File: src/hw/rtl/ccbe_pkg.sv
// Package for the configurable CRC byte engine.
// Holds register indexes, reset values, shared item types and bit-reversal functions.
// No dependencies.
`timescale 1ns / 1ps

package ccbe_pkg;

  localparam int unsigned CRC_W      = 32;
  localparam int unsigned HALF_W     = 16;
  localparam int unsigned BYTE_W     = 8;
  localparam int unsigned CFG_IDX_W  = 3;

  localparam logic [CRC_W-1:0] ZIP_POLY_NORMAL = 32'h04C11DB7;
  localparam logic [CRC_W-1:0] ALL_ONES_32     = 32'hFFFFFFFF;
  localparam logic [CRC_W-1:0] ALL_ONES_16     = 32'h0000FFFF;

  typedef enum logic [CFG_IDX_W-1:0] {
    CFG_WIDTH_SELECT = 3'd0,
    CFG_POLYNOMIAL   = 3'd1,
    CFG_INIT_VALUE   = 3'd2,
    CFG_REFLECT_MODE = 3'd3,
    CFG_FINAL_XOR    = 3'd4
  } cfg_index_t;

  typedef struct packed {
    logic             width_select;
    logic [CRC_W-1:0] polynomial;
    logic [CRC_W-1:0] init_value;
    logic             reflect_mode;
    logic [CRC_W-1:0] final_xor;
  } cfg_t;

  typedef struct packed {
    logic [CRC_W-1:0] crc_value;
    logic             message_done;
  } out_item_t;

  function automatic logic [BYTE_W-1:0] rev8(input logic [BYTE_W-1:0] v);
    logic [BYTE_W-1:0] r;
    for (int i = 0; i < BYTE_W; i++) begin
      r[i] = v[BYTE_W-1-i];
    end
    return r;
  endfunction

  function automatic logic [HALF_W-1:0] rev16(input logic [HALF_W-1:0] v);
    logic [HALF_W-1:0] r;
    for (int i = 0; i < HALF_W; i++) begin
      r[i] = v[HALF_W-1-i];
    end
    return r;
  endfunction

  function automatic logic [CRC_W-1:0] rev32(input logic [CRC_W-1:0] v);
    logic [CRC_W-1:0] r;
    for (int i = 0; i < CRC_W; i++) begin
      r[i] = v[CRC_W-1-i];
    end
    return r;
  endfunction

endpackage

File: src/hw/rtl/ccbe_step.sv
// Byte update of the CRC register: eight shift-and-XOR steps plus result formatting.
// Depends on ccbe_pkg for the configuration and item types and the reversal functions.
`timescale 1ns / 1ps

module ccbe_step (
  input  ccbe_pkg::cfg_t              cfg,
  input  logic [ccbe_pkg::CRC_W-1:0]  crc_cur,
  input  logic [ccbe_pkg::BYTE_W-1:0] data_byte,
  input  logic                        last_byte,
  output logic [ccbe_pkg::CRC_W-1:0]  crc_upd,
  output ccbe_pkg::out_item_t         item
);
  import ccbe_pkg::*;

  logic [CRC_W-1:0]  mask;
  logic [CRC_W-1:0]  poly;
  logic [CRC_W-1:0]  r;
  logic [CRC_W-1:0]  shown;
  logic [BYTE_W-1:0] b;
  logic              top;

  always_comb begin
    mask = cfg.width_select ? ALL_ONES_32 : ALL_ONES_16;
    poly = cfg.polynomial & mask;
    b    = cfg.reflect_mode ? rev8(data_byte) : data_byte;
    r    = crc_cur & mask;
    if (cfg.width_select) begin
      r = r ^ {b, 24'h000000};
    end else begin
      r = r ^ {16'h0000, b, 8'h00};
    end
    for (int i = 0; i < BYTE_W; i++) begin
      top = cfg.width_select ? r[CRC_W-1] : r[HALF_W-1];
      r   = ((r << 1) ^ (top ? poly : '0)) & mask;
    end
    crc_upd = r;
    if (!cfg.reflect_mode) begin
      shown = r;
    end else if (cfg.width_select) begin
      shown = rev32(r);
    end else begin
      shown = {16'h0000, rev16(r[HALF_W-1:0])};
    end
    item.crc_value    = (shown ^ cfg.final_xor) & mask;
    item.message_done = last_byte;
  end

endmodule

File: src/hw/rtl/ccbe_out_buf.sv
// Two-entry output stage: an output register backed by a skid register.
// Depends on ccbe_pkg for the result item type.
`timescale 1ns / 1ps

module ccbe_out_buf (
  input  logic                clk,
  input  logic                rst_n,
  input  logic                push,
  input  ccbe_pkg::out_item_t push_item,
  output logic                full,
  output logic                out_valid,
  input  logic                out_stall,
  output ccbe_pkg::out_item_t out_item
);
  import ccbe_pkg::*;

  logic      main_valid_r;
  logic      skid_valid_r;
  out_item_t main_r;
  out_item_t skid_r;
  logic      pop;

  assign pop       = main_valid_r && !out_stall;
  assign full      = skid_valid_r;
  assign out_valid = main_valid_r;
  assign out_item  = main_r;

  always_ff @(posedge clk) begin
    if (!rst_n) begin
      main_valid_r <= 1'b0;
      skid_valid_r <= 1'b0;
    end else if (skid_valid_r) begin
      if (pop) begin
        main_r       <= skid_r;
        skid_valid_r <= 1'b0;
      end
    end else if (push) begin
      if (!main_valid_r || pop) begin
        main_r       <= push_item;
        main_valid_r <= 1'b1;
      end else begin
        skid_r       <= push_item;
        skid_valid_r <= 1'b1;
      end
    end else if (pop) begin
      main_valid_r <= 1'b0;
    end
  end

endmodule

File: src/hw/rtl/configurable_crc_byte_engine.sv
// Top level of the configurable CRC byte engine: configuration registers and CRC register.
// Depends on ccbe_pkg, ccbe_step and ccbe_out_buf.
`timescale 1ns / 1ps

// The engine folds one message byte per clock, unless stalled, into a 16- or 32-bit CRC with
// a programmable polynomial, initial value, reflection and final XOR; reset selects the zip
// CRC-32 setup. Each accepted byte gives a registered result item with the running CRC and a
// copy of the last flag, and a new byte can be taken every cycle unless stalled: the eight
// bit steps of the byte update sit between the CRC register and the output register. The
// two-entry output stage's skid register takes one item while out_stall is high. After a
// last byte the CRC register reloads init_value, and writing init_value also restarts the
// message. Write configuration only when no item is in flight; cfg_ready is always high.

module configurable_crc_byte_engine (
  input  logic                          clk,
  input  logic                          rst_n,
  input  logic                          in_valid,
  output logic                          in_stall,
  input  logic [ccbe_pkg::BYTE_W-1:0]   in_data_byte,
  input  logic                          in_last_byte,
  output logic                          out_valid,
  input  logic                          out_stall,
  output logic [ccbe_pkg::CRC_W-1:0]    out_crc_value,
  output logic                          out_message_done,
  input  logic                          cfg_valid,
  output logic                          cfg_ready,
  input  logic [ccbe_pkg::CFG_IDX_W-1:0] cfg_index,
  input  logic [ccbe_pkg::CRC_W-1:0]    cfg_data
);
  import ccbe_pkg::*;

  cfg_t             cfg_r;
  logic [CRC_W-1:0] crc_r;
  logic [CRC_W-1:0] crc_nxt;
  logic [CRC_W-1:0] crc_upd;
  out_item_t        step_item;
  out_item_t        out_item;
  logic             buf_full;
  logic             in_accept;
  logic             cfg_write;

  assign cfg_ready = 1'b1;
  assign cfg_write = cfg_valid && cfg_ready;
  assign in_stall  = buf_full;
  assign in_accept = in_valid && !in_stall;

  ccbe_step u_step (
    .cfg       (cfg_r),
    .crc_cur   (crc_r),
    .data_byte (in_data_byte),
    .last_byte (in_last_byte),
    .crc_upd   (crc_upd),
    .item      (step_item)
  );

  ccbe_out_buf u_out_buf (
    .clk       (clk),
    .rst_n     (rst_n),
    .push      (in_accept),
    .push_item (step_item),
    .full      (buf_full),
    .out_valid (out_valid),
    .out_stall (out_stall),
    .out_item  (out_item)
  );

  assign out_crc_value    = out_item.crc_value;
  assign out_message_done = out_item.message_done;

  always_comb begin
    crc_nxt = crc_r;
    if (in_accept) begin
      crc_nxt = in_last_byte ? cfg_r.init_value : crc_upd;
    end
    if (cfg_write && cfg_index == CFG_INIT_VALUE) begin
      crc_nxt = cfg_data;
    end
  end

  always_ff @(posedge clk) begin
    if (!rst_n) begin
      cfg_r.width_select <= 1'b1;
      cfg_r.polynomial   <= ZIP_POLY_NORMAL;
      cfg_r.init_value   <= ALL_ONES_32;
      cfg_r.reflect_mode <= 1'b1;
      cfg_r.final_xor    <= ALL_ONES_32;
      crc_r              <= ALL_ONES_32;
    end else begin
      crc_r <= crc_nxt;
      if (cfg_write) begin
        unique case (cfg_index)
          CFG_WIDTH_SELECT: cfg_r.width_select <= cfg_data[0];
          CFG_POLYNOMIAL:   cfg_r.polynomial   <= cfg_data;
          CFG_INIT_VALUE:   cfg_r.init_value   <= cfg_data;
          CFG_REFLECT_MODE: cfg_r.reflect_mode <= cfg_data[0];
          CFG_FINAL_XOR:    cfg_r.final_xor    <= cfg_data;
          default: begin
          end
        endcase
      end
    end
  end

`ifndef SYNTH
  // The skid entry is only ever occupied behind a full output register.
  assert property (@(posedge clk) disable iff (!rst_n)
    in_stall |-> out_valid)
    else $error("skid entry holds an item while the output register is empty");

  // A closed message always leaves the CRC register at the initial value.
  assert property (@(posedge clk) disable iff (!rst_n)
    (in_accept && in_last_byte) |=> (crc_r == cfg_r.init_value))
    else $error("CRC register not reloaded after the last byte");

  // At width 16 a computed result never carries bits in its upper half.
  assert property (@(posedge clk) disable iff (!rst_n)
    (in_accept && !cfg_r.width_select) |-> (step_item.crc_value[CRC_W-1:HALF_W] == '0))
    else $error("upper half of a 16-bit result is not zero");

  // A write to init_value restarts the message with the written value.
  assert property (@(posedge clk) disable iff (!rst_n)
    (cfg_write && cfg_index == CFG_INIT_VALUE) |=> (crc_r == $past(cfg_data)))
    else $error("init write did not load the CRC register");
`endif

endmodule
File: config.mk
export PLATFORM = sky130hd
export DESIGN_NAME = configurable_crc_byte_engine
export DESIGN_NICKNAME = d
export VERILOG_FILES = /design/src/hw/rtl/ccbe_pkg.sv /design/src/hw/rtl/ccbe_step.sv /design/src/hw/rtl/ccbe_out_buf.sv /design/src/hw/rtl/configurable_crc_byte_engine.sv
export SDC_FILE = /design/constraint.sdc
export NUM_CORES = 1
export LEC_CHECK = 0
export BUFFER_PORTS_ARGS = -buffer_cell sky130_fd_sc_hd__buf_4
export CORE_MARGIN = 10
export CORE_UTILIZATION = 60
export CTS_CLUSTER_SIZE = 14
export DETAILED_ROUTE_END_ITERATION = 16
export PLACE_DENSITY = 0.75
export SLEW_MARGIN = 20
export SYNTH_ARGS = -nofsm -noshare
export SYNTH_HDL_FRONTEND = slang
export SYNTH_SLANG_ARGS = --single-unit
export TNS_END_PERCENT = 1
File: constraint.sdc
create_clock -name clk -period 7.8 [get_ports clk]
set_input_delay 2.34 -clock clk [delete_from_list [all_inputs] [get_ports clk]]
set_output_delay 2.34 -clock clk [all_outputs]
set_load 0.05 [all_outputs]
=== After elaboration in Yosys (flattened, before gate mapping) ===
Index checks and enable logic that the tools add are counted.

* Flip-flop bits (word level): 198
* Bits of input ports: 49
* Output and inout port bits: 36
* Word-level logic and storage cells: 97

* Eq/ne operators: 6
* Muxes and demuxes: 35
* Bitwise logic cells: 24
* Reduce and logical (&&, ||, !) cells: 20

{| class="wikitable"
|+ Operators with widths
! operator !! number
|-
| 2-to-1 mux 32 bit || 15
|-
| AND 32 bit || 11
|-
| bitwise XOR 32 bit || 10
|-
| 2-to-1 mux 33 bit || 4
|-
| bitwise XOR 32 x 16 -> 32 bit || 1
|-
| 2-to-1 mux 1 bit || 15
|-
| AND reduction 2 bit || 5
|-
| 2-to-1 mux 8 bit || 1
|-
| AND reduction 4 bit || 2
|-
| nonzero test 2 bit || 4
|-
| == test 3 x 2 -> 1 bit, second input constant || 2
|-
| == test 3 x 1 -> 1 bit, second input constant || 1
|-
| == test 3 bit, second input constant || 1
|-
| logical AND 1 bit || 3
|-
| zero test 1 bit || 3
|-
| zero test 3 bit || 1
|-
| AND reduction 3 bit || 1
|-
| inequality test 2 x 1 -> 1 bit, second input constant || 1
|-
| inequality test 2 bit, second input constant || 1
|-
| NOT 1 bit || 2
|-
| logical OR 1 bit || 1
|}

=== Depth between registers and ports, before layout ===
* Word-level depth: 43
* Mapped depth: 22
* Depth with buffers taken out: 17

=== Cells and area by module ===
Synthesis repeated with hierarchy kept, for this count alone.

* Cells, all modules: 1,796
* Area total of the unflattened synthesis: 15,048.2 µm²

{| class="wikitable"
|+ By module, submodules not included
! module !! instances !! cells each !! area each (µm²) !! sequential area each (µm²)
|-
| ccbe_step || 1 || 1,065 || 7,250.7 || 0.0
|-
| configurable_crc_byte_engine || 1 || 615 || 5,292.6 || 2,602.5
|-
| ccbe_out_buf || 1 || 116 || 2,504.9 || 2,021.9
|}

=== Worst setup path before layout ===
No wires, ideal clock.

* Kind: in2reg
* From: input in_data_byte[6] (netlist bit)
* To: register u_out_buf.main_r (netlist bit u_out_buf.out_item[11]) (data pin)
* Library setup time: 260 ps
* Arrival: 6,448 ps
* Data required time: 7,540 ps
* Path slack: 1,092 ps
* Stages on the path: 18
* Buffers on the path: 1
* Cells stage by stage: mux2i_4 xor2_4 a2bb2o_4 o31ai_1 a21oi_1 and2_1 a211o_1 and4_1 or2_1 xnor3_1 a211oi_2 buf_2 nor3b_2 xnor3_1 a211oi_1 o21bai_1 xnor2_1 mux2_2

{| class="wikitable"
|+ RTL lines
! element !! RTL line !! text
|-
| start: declaration || configurable_crc_byte_engine.sv:19 || <nowiki>input logic [ccbe_pkg::BYTE_W-1:0] in_data_byte,</nowiki>
|-
| end signal: assignment || ccbe_out_buf.sv:34 || <nowiki>main_r <= skid_r;</nowiki>
|-
| end signal: assignment || ccbe_out_buf.sv:39 || <nowiki>main_r <= push_item;</nowiki>
|-
| end: declaration || ccbe_out_buf.sv:19 || <nowiki>out_item_t main_r;</nowiki>
|}

=== Final worst setup path ===
* From: input in_data_byte[6] (netlist bit)
* To: register u_out_buf.main_r (netlist bit u_out_buf.out_item[24]) (data pin)

* Cells in the longest elaborated chain, start to end: 40
* Elaborated cells between the ends (all ways): 41
* Classes of those cells: mux (21); bitwise (20)

{| class="wikitable"
|+ Ends and longest elaborated chain
! element !! RTL line !! text
|-
| 2-to-1 mux 8 bit * || ccbe_step.sv:25 || <nowiki>b = cfg.reflect_mode ? rev8(data_byte) : data_byte;</nowiki>
|-
| bitwise XOR 32 x 16 -> 32 bit / bitwise XOR 32 bit (equally long branches) || ccbe_step.sv:30, ccbe_step.sv:28 ||
|-
| 2-to-1 mux 32 bit * || ccbe_step.sv:27 || <nowiki>if (cfg.width_select) begin</nowiki>
|-
| bitwise XOR 32 bit * || ccbe_step.sv:34 || <nowiki>r = ((r << 1) ^ (top ? poly : '0)) & mask;</nowiki>
|-
| AND 32 bit * || ccbe_step.sv:34 ||
|-
| 2-to-1 mux 1 bit || ccbe_step.sv:33 || <nowiki>top = cfg.width_select ? r[CRC_W-1] : r[HALF_W-1];</nowiki>
|-
| 2-to-1 mux 32 bit || ccbe_step.sv:34 ||
|-
| bitwise XOR 32 bit * || ccbe_step.sv:34 ||
|-
| [24 not listed] || -- ||
|-
| AND 32 bit * || ccbe_step.sv:34 ||
|-
| 2-to-1 mux 32 bit || ccbe_step.sv:39 || <nowiki>end else if (cfg.width_select) begin</nowiki>
|-
| 2-to-1 mux 32 bit * || ccbe_step.sv:37 || <nowiki>if (!cfg.reflect_mode) begin</nowiki>
|-
| bitwise XOR 32 bit * || ccbe_step.sv:44 || <nowiki>item.crc_value = (shown ^ cfg.final_xor) & mask;</nowiki>
|-
| AND 32 bit * || ccbe_step.sv:44 ||
|-
| 2-to-1 mux 33 bit * || ccbe_out_buf.sv:38 || <nowiki>if (!main_valid_r || pop) begin</nowiki>
|-
| 2-to-1 mux 33 bit * || ccbe_out_buf.sv:37 || <nowiki>end else if (push) begin</nowiki>
|-
| 2-to-1 mux 33 bit * || ccbe_out_buf.sv:32 || <nowiki>end else if (skid_valid_r) begin</nowiki>
|}

Mark *: on every way between the ends. The rest lies on a longest branch, timed or not. The select of a mux whose other input is x is not followed.
A chain may end at the register's enable or synchronous reset.

==> metrics.txt <==
Most common cell on crit path buf_4; Fin. Hold Viols 0; Core ar. 24250 um^2; Cell Count, Final, Fillers Out 2196; maximum clock insertion buffer count 2; full die area 31280 um^2; Pre-antenna DRT Iters 6; clock latency on the worst-skew pair 0.45 ns; via count 13810; startpoint types primary input; DRT antenna net count 0; Max Fanout on Critical Path 8; Synth-to-Final Area Change 11.99%; Cell Count Post-Placement 2164; period utilization 0.9448; crit-path cells buf_4 > mux2i_4 > buf_4 > mux2i_1 > nand4b_1 > a22o_1 > o211ai_1 > a22oi_1 > o21ai_0 > o311ai_0 > xnor2_1 > xnor3_1 > o211a_2 > o31ai_4 > buf_4 > nand2_1 > xnor2_2 > o21ai_0 > xor2_1 > a31o_2; Fmax 135.7 MHz; row count 57; slowest CP cell o211ai_1; synth top area cells dfxtp_1 (18%), edfxtp_1 (13%), xnor2_1 (13%), nand2_1 (11%), clkbuf_1 (3.2%); global placement routability congestion 0.9934; Yosys top cell by area dfxtp_1; EDFF count, synth 66; Pleak 6.746 nW; status complete, no violations; gr usage total 0.3009; TritonCTS clock tree done; Cell Area, Synth 14760 um^2; Final TNS setup 0 ns; die width 176.9 um; # diodes 0; FFs w/ async S/R, synth 0; relative slew slack 0.3024; Root Buffer clkbuf_16; number of fillers in the final layout 2005; grt ovf 0; top cell type's share of synthesized area 0.1790; Detailed Route WL 47.93 mm; clock buffer count from CTS 17; postcts setup bufs 0; drt initial violations 1452; Worst Setup End Kind flop; hold_ws 0.4462 ns; drt wl/cell 21.83 um; Max IR drop VDD 0.2117 mV; worst-margin pin slew 1.046 ns; synthesized area per cell 8.133 um^2; count of port buffers added during placement 83; WS Path Type primary input to flop; nets@finish 1908; Seq/Total Area, Yosys 0.3133; final core occ 0.6817; worst min path class flop to flop; Starting Density 0.6088; Vias/cell 6.291; Sink Count 198; layout cells sized above 1 0.1592; area of the multi-input gates 9517 um^2; Worst path top cell family by delay compound AO/OA/AOI/OAI gates; RSZ-0062 raised after global routing no; Post-CTS Hold Buffers 0; CP bufs+invs 3; Synth Register Bits 198; DP HPWL 34.43 mm; DP Area 15910 um^2; Max-cap violations 0; Design Area, Final 16530 um^2; WP data required 8.00 ns; Synth Warn # 0; H-Tree Depth 4; minimum clock period 7.369 ns; syn_nets 1864; Pwr Density 360.0 nW/um^2; initial antenna violation count 0; DR DRC count 0; final setup violation count 0; final slew viol count 0; Yosys cell types 94; crit path DAT 7.57 ns; vias in the first global route 13000; Place WS -0.1969 ns; Pwr Total 5.951 mW; post-CTS sizing 0; die height 176.9 um; Syn Inst Count 1815; Reg clk slew, reported paths 0.08 ns; clk_skew 0.01778 ns; worst setup margin 0.4310 ns; first-pass GRT wire length 74.05 mm; most frequent cells in the layout nand2_1 (426), xnor2_1 (215), buf_4 (170); Synth Flop Type dfxtp_1; most common cell after layout, fill and taps aside nand2_1; register area 4629 um^2; crit-path max cell delay 0.43 ns; largest net degree at the start of global routing 100; # IOs 85
where the power goes:
part           internal (mW)  total [mW]  switching, mW
Sequential              1.27        1.35         0.0804
Clock                  0.438       0.906          0.468
Combinational           1.69        3.70           2.01
Total                   3.40        5.95           2.56
cells by family after synthesis:
group | Yosys count | synth area share
compound gates | 370 | 0.1790
simple gates | 737 | 0.2263
xor+xnor | 287 | 0.1949
buf+inv | 167 | 0.04535
flops | 198 | 0.3133
mux | 55 | 0.04094
other cells | 1 | 0.0002540
state kept, by name (all words and copies together) (netlist names):
signal               count
cfg_r                   98
crc_r                   32
u_out_buf.full           1
u_out_buf.out_item      33
u_out_buf.out_valid      1
u_out_buf.skid_r        33
cell type report:
type / instances / area share
clock buffers: 18 / 0.02596
clock inverters: 14 / 0.01060
inverters: 21 / 0.004768
multi-input cells: 1450 / 0.5757
flip-flops and latches: 198 / 0.2800
well taps: 324 / 0.02452
repair buffers: 171 / 0.07841
cell usage after synthesis (4+ instances only):
| cell type | instances |
|---|---|
| xnor3_1 | 19 |
| and3_1 | 28 |
| o211ai_1 | 44 |
| nor3_1 | 9 |
| a21oi_1 | 49 |
| o211a_1 | 7 |
| nand4_1 | 14 |
| o2111ai_1 | 6 |
| xnor2_2 | 8 |
| xor2_1 | 40 |
| nor2_1 | 63 |
| xnor2_1 | 217 |
| o21ai_1 | 15 |
| a21boi_0 | 39 |
| o311ai_0 | 4 |
| and4_1 | 6 |
| and2_1 | 45 |
| a21o_1 | 7 |
| buf_4 | 5 |
| a211o_1 | 11 |
| nand3_1 | 89 |
| nor4_1 | 8 |
| mux2_2 | 17 |
| clkbuf_1 | 124 |
| buf_2 | 13 |
| o22ai_1 | 6 |
| o31ai_1 | 8 |
| a31oi_1 | 10 |
| nor3b_1 | 11 |
| a211oi_1 | 16 |
| mux2i_1 | 34 |
| a31o_2 | 24 |
| dfxtp_1 | 132 |
| nand2_1 | 426 |
| o21ai_0 | 76 |
| nor2b_1 | 11 |
| edfxtp_1 | 66 |
| a22oi_1 | 7 |
| inv_1 | 18 |
path summary, 6_finish.rpt:
| path | startpoint | slack (ns) | end | depth (start not counted) |
|---|---|---|---|---|
| min | cfg_r[61]$_SDFFE_PN1P_ | 0.45 | cfg_r[61]$_SDFFE_PN1P_ | 2 |
| min reg2reg | cfg_r[61]$_SDFFE_PN1P_ | 0.45 | cfg_r[61]$_SDFFE_PN1P_ | 2 |
| max | in_data_byte[6] | 0.43 | u_out_buf.out_item[24]$_DFFE_PP_ | 20 |
| max reg2reg | cfg_r[97]$_SDFFE_PN1P_ | 1.33 | u_out_buf.out_item[24]$_DFFE_PP_ | 19 |
worst min-delay path, delay by kind of cell (launching register included):
family,cells,cell delay (ns)
and+or+nand+nor,2,0.09
DFF,1,0.31
layer usage:
| layer | track usage | vias to the layer above | routed length (um) |
|---|---|---|---|
| li1 | - | 6363 | - |
| met1 | 0.3846 | 6642 | 19300 |
| met2 | 0.4810 | 682 | 22080 |
| met3 | 0.06230 | 127 | 4376 |
| met4 | 0.1356 | 0 | 2178 |
| met5 | 0 | - | 0 |
Note: power is estimated with default switching activity, not from simulation.
